[src/hdl/arpc_pkg.sv]
// arp cache responder package: widths, command and status codes, table geometry
// no dependencies
package arpc_pkg;
	localparam int TABLE_ENTRIES = 16;
	localparam int IDX_W = $clog2(TABLE_ENTRIES);
	localparam int CNT_W = $clog2(TABLE_ENTRIES + 1);

	typedef enum logic [2:0] {
		CMD_RECEIVE = 3'd0,
		CMD_RESOLVE_IP = 3'd1,
		CMD_RESOLVE_MAC = 3'd2,
		CMD_ADD = 3'd3,
		CMD_CLEAR = 3'd4
	} cmd_t;

	localparam logic [3:0] ST_OK = 4'd0;
	localparam logic [3:0] ST_FOUND_INVALID = 4'd1;
	localparam logic [3:0] ST_NO_ENTRY = 4'd2;
	localparam logic [3:0] ST_TABLE_FULL = 4'd3;
	localparam logic [3:0] ST_BAD_LEN = 4'd4;
	localparam logic [3:0] ST_BAD_TYPE = 4'd5;
	localparam logic [3:0] ST_BAD_HLEN = 4'd6;
	localparam logic [3:0] ST_BAD_PLEN = 4'd7;
	localparam logic [3:0] ST_NOT_FOR_US = 4'd8;
	localparam logic [3:0] ST_REPLY_RECEIVED = 4'd9;
	localparam logic [3:0] ST_BAD_OP = 4'd10;
	localparam logic [3:0] ST_NOT_IMPLEMENTED = 4'd11;

	localparam logic [0:0] REG_LOCAL_IP = 1'b0;
	localparam logic [0:0] REG_LOCAL_MAC = 1'b1;

	// table write port from the sequencer
	typedef struct packed {
		logic en;
		logic [IDX_W-1:0] addr;
		logic [31:0] ip;
		logic [47:0] mac;
	} tbl_wr_t;
endpackage

[src/hdl/arp_cache_responder_unit.sv]
// arp cache responder top level: config registers, sequencer and table
// depends on arpc_pkg, arpc_table, arpc_seq
//
// usage
//   in channel (in_valid/in_ready) takes one command request with packet fields.
//   out channel (out_valid/out_ready) returns exactly one result per request.
//   cfg channel (cfg_valid/cfg_ready, always ready) writes local_ip (index 0)
//   and local_mac (index 1); only while idle, kept by the user, not the block.
// sequencing
//   lookup commands (resolve, add, accepted receive) compare one table entry
//   per cycle through the single read port, then the matched entry is
//   refetched and resolved or written back.
//   rejected receive and unknown commands give their result straight from
//   idle; clear passes through the done state first.
//   one request is in flight at a time; the next is taken the cycle after the
//   result has been handed off.
// reset
//   all entries invalid (read as zero addresses), config registers zero.
//   a stalled result holds on the out channel until taken.
module arp_cache_responder_unit (
	input logic clk,
	input logic arst_n,
	input logic in_valid,
	output logic in_ready,
	input logic [2:0] command,
	input logic [15:0] msg_len,
	input logic [15:0] hw_type,
	input logic [15:0] proto_type,
	input logic [7:0] hw_addr_len,
	input logic [7:0] proto_addr_len,
	input logic [15:0] opcode,
	input logic [47:0] peer_mac,
	input logic [31:0] peer_ip,
	input logic [31:0] target_ip,
	input logic cfg_valid,
	output logic cfg_ready,
	input logic [0:0] cfg_index,
	input logic [47:0] cfg_data,
	output logic out_valid,
	input logic out_ready,
	output logic [3:0] status,
	output logic [4:0] slot_index,
	output logic [47:0] resolved_mac,
	output logic [31:0] resolved_ip,
	output logic send_reply,
	output logic [47:0] reply_dest_mac,
	output logic [31:0] reply_dest_ip
);
	import arpc_pkg::*;

	logic [31:0] local_ip_q;
	logic [47:0] local_mac_q;
	logic [IDX_W-1:0] rd_addr;
	logic [31:0] rd_ip;
	logic [47:0] rd_mac;
	logic rd_valid;
	tbl_wr_t wr;
	logic clear;

	assign cfg_ready = 1'b1;

	// config registers; local_mac is stored but the sequencer does not use it
	always_ff @(posedge clk or negedge arst_n) begin
		if (!arst_n) begin
			local_ip_q <= '0;
			local_mac_q <= '0;
		end else if (cfg_valid) begin
			unique case (cfg_index)
				REG_LOCAL_IP: local_ip_q <= cfg_data[31:0];
				REG_LOCAL_MAC: local_mac_q <= cfg_data;
				default: ;
			endcase
		end
	end

	arpc_seq u_seq (
		.clk, .arst_n, .in_valid, .in_ready, .command, .msg_len, .hw_type,
		.proto_type, .hw_addr_len, .proto_addr_len, .opcode, .peer_mac,
		.peer_ip, .target_ip, .local_ip(local_ip_q), .out_valid, .out_ready,
		.status, .slot_index, .resolved_mac, .resolved_ip, .send_reply,
		.reply_dest_mac, .reply_dest_ip, .rd_addr, .rd_ip, .rd_mac, .rd_valid,
		.wr, .clear
	);

	arpc_table u_tbl (
		.clk, .arst_n, .rd_addr, .rd_ip, .rd_mac, .rd_valid, .wr, .clear
	);

	// a reply is only raised with an ok status
	a_reply_dest: assert property (@(posedge clk) disable iff (!arst_n)
		out_valid && send_reply |-> status == ST_OK)
		else $error("reply with non-ok status");
	// table is never written while a result waits
	a_no_wr_out: assert property (@(posedge clk) disable iff (!arst_n)
		out_valid |-> !wr.en)
		else $error("table write during result hold");
	// a stalled result stays on the out channel
	a_one_flight: assert property (@(posedge clk) disable iff (!arst_n)
		out_valid && !out_ready |=> out_valid)
		else $error("result dropped");
endmodule

[src/hdl/arpc_table.sv]
// arp table storage: ip/mac memory with one registered read port, valid flags
// depends on arpc_pkg
module arpc_table (
	input logic clk,
	input logic arst_n,
	input logic [arpc_pkg::IDX_W-1:0] rd_addr,
	output logic [31:0] rd_ip,
	output logic [47:0] rd_mac,
	output logic rd_valid,
	input arpc_pkg::tbl_wr_t wr,
	input logic clear
);
	import arpc_pkg::*;

	logic [79:0] mem [TABLE_ENTRIES];
	logic [TABLE_ENTRIES-1:0] valid_q;
	logic [79:0] rd_data_q;
	logic rd_vld_q;

	// memory: write and registered read
	always_ff @(posedge clk) begin
		if (wr.en) begin
			mem[wr.addr] <= {wr.ip, wr.mac};
		end
		rd_data_q <= mem[rd_addr];
	end

	// valid flags; an invalid entry reads as zero addresses
	always_ff @(posedge clk or negedge arst_n) begin
		if (!arst_n) begin
			valid_q <= '0;
			rd_vld_q <= 1'b0;
		end else begin
			rd_vld_q <= valid_q[rd_addr] && !(wr.en && wr.addr == rd_addr) ? 1'b1
				: (wr.en && wr.addr == rd_addr) ? 1'b0 : 1'b0;
			if (clear) begin
				valid_q <= '0;
			end else if (wr.en) begin
				valid_q[wr.addr] <= 1'b1;
			end
		end
	end

	// written entries are never cleared in memory; valid masks them
	assign rd_valid = rd_vld_q;
	assign rd_ip = rd_vld_q ? rd_data_q[79:48] : 32'd0;
	assign rd_mac = rd_vld_q ? rd_data_q[47:0] : 48'd0;
endmodule

[src/hdl/arpc_seq.sv]
// arp command sequencer: packet checks, linear table scan, add, result register
// depends on arpc_pkg, drives arpc_table ports
module arpc_seq (
	input logic clk,
	input logic arst_n,
	input logic in_valid,
	output logic in_ready,
	input logic [2:0] command,
	input logic [15:0] msg_len,
	input logic [15:0] hw_type,
	input logic [15:0] proto_type,
	input logic [7:0] hw_addr_len,
	input logic [7:0] proto_addr_len,
	input logic [15:0] opcode,
	input logic [47:0] peer_mac,
	input logic [31:0] peer_ip,
	input logic [31:0] target_ip,
	input logic [31:0] local_ip,
	output logic out_valid,
	input logic out_ready,
	output logic [3:0] status,
	output logic [4:0] slot_index,
	output logic [47:0] resolved_mac,
	output logic [31:0] resolved_ip,
	output logic send_reply,
	output logic [47:0] reply_dest_mac,
	output logic [31:0] reply_dest_ip,
	output logic [arpc_pkg::IDX_W-1:0] rd_addr,
	input logic [31:0] rd_ip,
	input logic [47:0] rd_mac,
	input logic rd_valid,
	output arpc_pkg::tbl_wr_t wr,
	output logic clear
);
	import arpc_pkg::*;

	typedef enum logic [1:0] {S_IDLE, S_SCAN, S_FETCH, S_DONE} state_t;

	state_t state_q;
	logic [2:0] cmd_q;
	logic [15:0] op_q;
	logic [47:0] mac_q;
	logic [31:0] ip_q;
	logic [CNT_W-1:0] addr_q;
	logic [CNT_W-1:0] cmp_q;
	logic cmp_vld_q;
	logic have_free_q;
	logic [CNT_W-1:0] idx_q;
	logic [3:0] pre_st;
	logic by_mac;
	logic hit;
	logic scan_end;
	logic [CNT_W-1:0] last_cnt;

	assign last_cnt = CNT_W'(TABLE_ENTRIES - 1);
	assign in_ready = (state_q == S_IDLE) && !out_valid;
	assign by_mac = (cmd_q == CMD_RESOLVE_MAC);
	assign hit = by_mac ? (rd_mac == mac_q) : (rd_ip == ip_q);
	assign rd_addr = addr_q[IDX_W-1:0];
	assign scan_end = cmp_vld_q && (cmp_q == last_cnt);

	// receive checks in priority order
	always_comb begin
		pre_st = ST_OK;
		priority if (msg_len != 16'd28) pre_st = ST_BAD_LEN;
		else if (hw_type != 16'd1) pre_st = ST_BAD_TYPE;
		else if (hw_addr_len != 8'd6) pre_st = ST_BAD_HLEN;
		else if (proto_type != 16'h0800) pre_st = ST_BAD_TYPE;
		else if (proto_addr_len != 8'd4) pre_st = ST_BAD_PLEN;
		else if (target_ip != local_ip) pre_st = ST_NOT_FOR_US;
		else pre_st = ST_OK;
	end

	// write port, clear; add/receive skip a matching invalid entry and a full table
	always_comb begin
		wr = '0;
		wr.addr = idx_q[IDX_W-1:0];
		wr.ip = ip_q;
		wr.mac = mac_q;
		wr.en = (state_q == S_DONE) && (idx_q != CNT_W'(TABLE_ENTRIES))
			&& (cmd_q == CMD_ADD || cmd_q == CMD_RECEIVE)
			&& (status != ST_FOUND_INVALID);
		clear = (state_q == S_DONE) && (cmd_q == CMD_CLEAR);
	end

	// result finish for the add command
	function automatic logic [3:0] add_st(input logic [3:0] s, input logic full);
		if (s == ST_FOUND_INVALID) return ST_NOT_IMPLEMENTED;
		if (full) return ST_TABLE_FULL;
		return ST_OK;
	endfunction

	// sequencer: scan one entry per cycle, then resolve or write back
	always_ff @(posedge clk or negedge arst_n) begin
		if (!arst_n) begin
			state_q <= S_IDLE;
			out_valid <= 1'b0;
			cmp_vld_q <= 1'b0;
		end else begin
			if (out_valid && out_ready) out_valid <= 1'b0;
			unique case (state_q)
				S_IDLE: begin
					if (in_valid && in_ready) begin
						cmd_q <= command;
						op_q <= opcode;
						mac_q <= peer_mac;
						ip_q <= peer_ip;
						addr_q <= '0;
						cmp_q <= '0;
						cmp_vld_q <= 1'b0;
						have_free_q <= 1'b0;
						idx_q <= CNT_W'(TABLE_ENTRIES);
						status <= ST_OK;
						slot_index <= 5'(TABLE_ENTRIES);
						resolved_mac <= '0;
						resolved_ip <= '0;
						send_reply <= 1'b0;
						reply_dest_mac <= '0;
						reply_dest_ip <= '0;
						unique case (command)
							CMD_RECEIVE: begin
								if (pre_st != ST_OK) begin
									status <= pre_st;
									slot_index <= '0;
									out_valid <= 1'b1;
								end else begin
									state_q <= S_SCAN;
								end
							end
							CMD_RESOLVE_IP, CMD_RESOLVE_MAC, CMD_ADD: state_q <= S_SCAN;
							CMD_CLEAR: begin
								state_q <= S_DONE;
							end
							default: begin
								status <= ST_NOT_IMPLEMENTED;
								out_valid <= 1'b1;
							end
						endcase
					end
				end
				S_SCAN: begin
					// read address runs one ahead of the compare
					if (addr_q != last_cnt) addr_q <= addr_q + 1'b1;
					cmp_vld_q <= 1'b1;
					if (cmp_vld_q) cmp_q <= cmp_q + 1'b1;
					if (cmp_vld_q) begin
						if (hit) begin
							idx_q <= cmp_q;
							status <= rd_valid ? ST_OK : ST_FOUND_INVALID;
							addr_q <= cmp_q;
							cmp_vld_q <= 1'b0;
							state_q <= S_FETCH;
						end else begin
							if (!have_free_q && !rd_valid) begin
								have_free_q <= 1'b1;
								idx_q <= cmp_q;
							end
							if (scan_end) begin
								status <= ST_NO_ENTRY;
								cmp_vld_q <= 1'b0;
								state_q <= S_FETCH;
							end
						end
					end
				end
				S_FETCH: begin
					// read of the hit entry is issued here; its data is at rd_* in S_DONE
					state_q <= S_DONE;
				end
				S_DONE: begin
					state_q <= S_IDLE;
					out_valid <= 1'b1;
					slot_index <= 5'(idx_q);
					unique case (cmd_q)
						CMD_RESOLVE_IP: resolved_mac <= (status == ST_OK) ? rd_mac : '1;
						CMD_RESOLVE_MAC: resolved_ip <= (status == ST_OK) ? rd_ip : '1;
						CMD_ADD: status <= add_st(status, idx_q == CNT_W'(TABLE_ENTRIES));
						CMD_RECEIVE: begin
							if (op_q == 16'd1) begin
								status <= ST_OK;
								send_reply <= 1'b1;
								reply_dest_mac <= mac_q;
								reply_dest_ip <= ip_q;
							end else if (op_q == 16'd2) begin
								status <= ST_REPLY_RECEIVED;
							end else begin
								status <= ST_BAD_OP;
							end
						end
						default: begin
							status <= ST_OK;
							slot_index <= 5'(TABLE_ENTRIES);
						end
					endcase
				end
				default: state_q <= S_IDLE;
			endcase
		end
	end
endmodule

[config.mk]
export PLATFORM = sky130hd
export DESIGN_NAME = arp_cache_responder_unit
export DESIGN_NICKNAME = d
export VERILOG_FILES = /design/src/hdl/arpc_pkg.sv /design/src/hdl/arp_cache_responder_unit.sv /design/src/hdl/arpc_table.sv /design/src/hdl/arpc_seq.sv
export SDC_FILE = /design/constraint.sdc
export NUM_CORES = 2
export LEC_CHECK = 0
export BUFFER_PORTS_ARGS = -buffer_cell sky130_fd_sc_hd__buf_2
export CAP_MARGIN = 20
export CORE_MARGIN = 2
export CORE_UTILIZATION = 43
export CTS_BUF_LIST = sky130_fd_sc_hd__clkbuf_8
export CTS_CLUSTER_SIZE = 16
export DETAILED_ROUTE_END_ITERATION = 12
export HOLD_SLACK_MARGIN = 0.12
export PLACE_DENSITY_LB_ADDON = 0.2
export SLEW_MARGIN = 5
export SYNTH_ARGS = -nofsm -noshare
export SYNTH_HDL_FRONTEND = slang
export SYNTH_SLANG_ARGS = --single-unit
[constraint.sdc]
create_clock -name clk -period 9.25 [get_ports clk]
set_input_delay 0.4625 -clock clk [delete_from_list [all_inputs] [get_ports clk]]
set_output_delay 0.4625 -clock clk [all_outputs]
set_load 0.05 [all_outputs]
==> impl_summary.log <==
INFO  metric post_cts_setup_driven_buffer_insertion_count = 0
INFO  metric port_buffers = between 400 and 500
INFO  metric synth_simple_gate_area_share = around 3.6%
INFO  metric cts_resized = 0
INFO  metric muxShareOfSynthArea = 14.68%
INFO  metric post_synth_inst_count = around 3,000
INFO  metric seq_area = 49,930 um^2
INFO  metric synth_top_family_by_area = multiplexers
INFO  metric placement.cell_area = 69,660 um^2
INFO  metric grt_remaining_overflow = 0
INFO  metric area_fraction_of_the_dominant_cell_type_after_synthesis = between 70% and 80%
INFO  metric post_synth_fa_ha_maj_area_fraction = less than 1%
INFO  metric worst_ep_required_time = between 9000 and 10,000 ps
INFO  metric via_count = 33,490
INFO  metric setup.worst_path.class = register to register
INFO  metric synth-warning-count = 0
INFO  metric synth_xor_xnor_area_share = less than 1%
INFO  metric core_area = between 100,000 and 150,000 um^2
INFO  metric achievable-frequency = 0.2311 GHz
INFO  metric final_clock_period_utilization_by_the_worst_path = a little under half
INFO  metric antenna_violations_before_repair = 13
INFO  metric drtIter0Drc = 2,787
INFO  metric max_cap_viol_count = 0
INFO  metric vdd_drop_max = 0.1591 mV
INFO  metric layout.core_utilization = a little over 50%
INFO  metric ys_top_cells_by_area = sky130_fd_sc_hd__edfxtp_1 (72%), sky130_fd_sc_hd__mux4_2 (14%), sky130_fd_sc_hd__dfxtp_1 (2.5%)
INFO  metric setup.worst_path.start_class = register
INFO  metric final_layout_size_suffix_gt1_share = 32.38%
INFO  metric timing.final.hold_violations = 0
INFO  metric setup_repair_after_global_routing_missed_its_margin = no
INFO  metric routed_wire_length_per_instance = about 27 um
INFO  metric dp_hpwl = approximately 89,000 um
INFO  metric cts-root-buf = sky130_fd_sc_hd__clkbuf_8
INFO  metric synth_area_leader = sky130_fd_sc_hd__edfxtp_1
INFO  metric setup_tns = 0 ps
INFO  metric final_nets = between 4,000 and 5,000
INFO  metric fp.dieArea = 153,900 um^2
INFO  metric drt-total-wl = roughly 170,000 um
INFO  metric final_area = ~77,000 um^2
INFO  metric row_count = ~140
INFO  metric cellLeakagePower = about 26 nW
INFO  metric postRouteAntennaNets = 0
INFO  metric tritoncts.num_buffers = 300
INFO  metric grt_use_total = between 20 and 25%
INFO  metric synthFlopType = sky130_fd_sc_hd__edfxtp_1
INFO  metric worst_skew_pair.late_latency = 1000 ps
INFO  metric tightest_slew = 1248 ps
INFO  metric clk_path_buf_depth = 4
INFO  metric clk_pin_slew_worst_paths = ~60 ps
INFO  metric cts_tree = done
INFO  metric worst_setup_path_end_kind = register
INFO  metric grt_first_pass_wirelength = approximately 240,000 um
INFO  metric placed_cells_incl_taps = approximately 5,400
INFO  metric synth_seq_area_share = just under 80%
INFO  metric avgViaCountPerCell = ~5.5
INFO  metric drt_pass_1_iters = 5
INFO  metric finalSetupViolCount = 0
INFO  metric finalWorstSetupSlack = between 4000 and 5000 ps
INFO  metric postSynthAreaPerCell = 21.27 um^2
INFO  metric power.density_cell_area = 256.4 nW/um^2
INFO  metric critPathMaxFanout = 45
INFO  metric run_status = complete, no violations
INFO  metric final_max_slew_viol_count = 0
INFO  metric area.growth.synth_to_final = 18.85%
INFO  metric max_slew_margin = 16.78%
INFO  metric synthArstFlopShare = ~3.1%
INFO  metric worst_clock_skew = 87.25 ps
INFO  metric grt_start_max_net_pins = around 150
INFO  metric top_level_ports = about 420
INFO  metric place_congestion = 0.7811
INFO  metric chipWidth = approximately 400 um
INFO  metric first_global_vias = ~35,000
INFO  metric hold_buffers = a little over 200
INFO  metric synth_nets = between 3,000 and 4,000
INFO  metric cp.arrival = 4860 ps
INFO  metric clock_sink_count = 1,698
INFO  metric floorplan.initialDensity = between 40% and 50%
INFO  metric synth_enable_flop_cells = approximately 1,600
INFO  metric dp_worst_setup_slack = ~4800 ps
INFO  metric fin_cells = 6,130
INFO  metric hp-class = primary input to register
INFO  metric post_synth_instance_area = about 65,000 um^2
INFO  metric drc_errors = 0
INFO  metric synth_cell_types = 73
INFO  metric ys_ff_latch = approximately 1,700
INFO  metric synth_compound_area_share = 2.584%
INFO  metric nFillCells = 12,060
INFO  metric ctsHtreeMaxLevel = 5
INFO  metric layout_min_cycle_time = about 4300 ps
INFO  metric multiInputGateArea = ~14,000 um^2
INFO  metric die_h = 392.3 um
[Yosys cell counts (all sizes together) (30+ instances only)]
library cell and instances:
a21boi 84, and2 93, buf 54, clkbuf 95, dfrtp 53, dfxtp 80
edfxtp 1565, inv 45, mux2 32, mux4 405, nand2 112, nand2b 30
nor2 47, nor4 32, xnor2 48
[final timing paths]
check	startpoint	to	slack, ps	depth (start not counted)
setup / recovery	u_seq.state_q[1]	u_tbl.mem[10][46]	4920	7
hold / removal	proto_addr_len[3]	u_seq.status[1]	200	5
setup reg to reg	u_seq.state_q[1]	u_tbl.mem[10][46]	4920	7
hold reg to reg	u_tbl.valid_q[6]	u_tbl.valid_q[6]	480	1
max in group asynchronous	arst_n	u_tbl.rd_valid	7900	4
min in group asynchronous	arst_n	local_ip_q[7]	750	4
[cell type report]
cell class,instances,area share [%]
clock buffer,325,5.804
multi-input combinational,1156,18.54
antenna,7,0.02273
tap,2016,3.273
timing repair buffer,691,6.251
inverter,45,0.2192
clock inverter,192,1.107
sequential,1698,64.79
[placed cells by master, fill, tap and decap left out, types with 11 or more instances in the layout]
cell type | netlist | final
sky130_fd_sc_hd__mux2_2 | 32 | 32
sky130_fd_sc_hd__a21boi_0 | 83 | 83
sky130_fd_sc_hd__inv_1 | 45 | 166
sky130_fd_sc_hd__dlygate4sd3_1 | 0 | 203
sky130_fd_sc_hd__o21a_1 | 18 | 18
sky130_fd_sc_hd__mux4_2 | 405 | 405
sky130_fd_sc_hd__nor2_1 | 47 | 38
sky130_fd_sc_hd__nand4_1 | 18 | 18
sky130_fd_sc_hd__nor3_1 | 18 | 13
sky130_fd_sc_hd__buf_4 | 1 | 74
sky130_fd_sc_hd__clkinv_1 | 0 | 30
sky130_fd_sc_hd__buf_2 | 16 | 404
sky130_fd_sc_hd__nor2b_1 | 22 | 21
sky130_fd_sc_hd__nand2b_1 | 30 | 30
sky130_fd_sc_hd__xnor2_1 | 48 | 48
sky130_fd_sc_hd__nand2_1 | 111 | 111
sky130_fd_sc_hd__o22ai_1 | 15 | 15
sky130_fd_sc_hd__clkinv_2 | 0 | 27
sky130_fd_sc_hd__and2_1 | 93 | 93
sky130_fd_sc_hd__clkinvlp_4 | 0 | 11
sky130_fd_sc_hd__edfxtp_1 | 1565 | 1565
sky130_fd_sc_hd__clkbuf_8 | 0 | 325
sky130_fd_sc_hd__a21oi_1 | 17 | 14
sky130_fd_sc_hd__dfrtp_1 | 53 | 52
sky130_fd_sc_hd__o21ai_0 | 26 | 26
sky130_fd_sc_hd__dfxtp_1 | 80 | 80
sky130_fd_sc_hd__nor4_1 | 30 | 29
sky130_fd_sc_hd__nand3_1 | 14 | 14
[through the flow]
step                total power (W)  hold slack (ps)
floorplan                   0.01232            166.9
global placement            0.01360            469.0
detailed placement          0.01362            475.8
CTS                         0.01998            120.8
global route                0.02056            162.6
finish                      0.01976            201.6
[power breakdown]
group / switching (W) / internal (W)
Sequential: 0.000605 / 0.00913
Combinational: 0.00222 / 0.00157
Clock: 0.00297 / 0.00327
[state kept, by name, indices dropped and copies added, names as in the netlist, 16 cells and up]
register,flops
u_tbl.mem,1280
u_tbl.rd_data_q,80
u_seq.mac_q,48
u_seq.reply_dest_mac,48
u_seq.resolved_mac,48
local_ip_q,32
u_seq.ip_q,32
u_seq.reply_dest_ip,32
u_seq.resolved_ip,32
u_seq.op_q,16
u_tbl.valid_q,16
[metal layers]
layer	part of all wire [%]	GRT usage (%)	wire length [um]	up-vias
met3	6.6	4.661	11000	327
met1	42	29.53	69980	17610
met2	48	34.68	80330	1276
met4	3.1	7.860	5078	2
met5	0.0078	0	13	-
li1	-	-	-	14270
[critical path, stage by stage (launching register included)]
cell                       delay [ps]
sky130_fd_sc_hd__dfrtp_1          430
sky130_fd_sc_hd__ha_4             400
sky130_fd_sc_hd__nor2b_1          490
sky130_fd_sc_hd__and3_1           380
sky130_fd_sc_hd__nand3b_1         270
sky130_fd_sc_hd__nor3b_2          350
sky130_fd_sc_hd__buf_4            760
sky130_fd_sc_hd__buf_4            750
[logic make-up (layout without fill, tap and decap cells)]
group / count (synthesis) / in the layout
DFF: 1698 / 1698
muxes: 441 / 441
and+or+nand+nor: 423 / 423
AOI/OAI and AO/OA: 225 / 225
buffers and inverters: 194 / 1253
xor gates and xnor gates: 58 / 58
adders and majority gates: 8 / 8
other: 1 / 8
(Power assumes the default switching activity.)
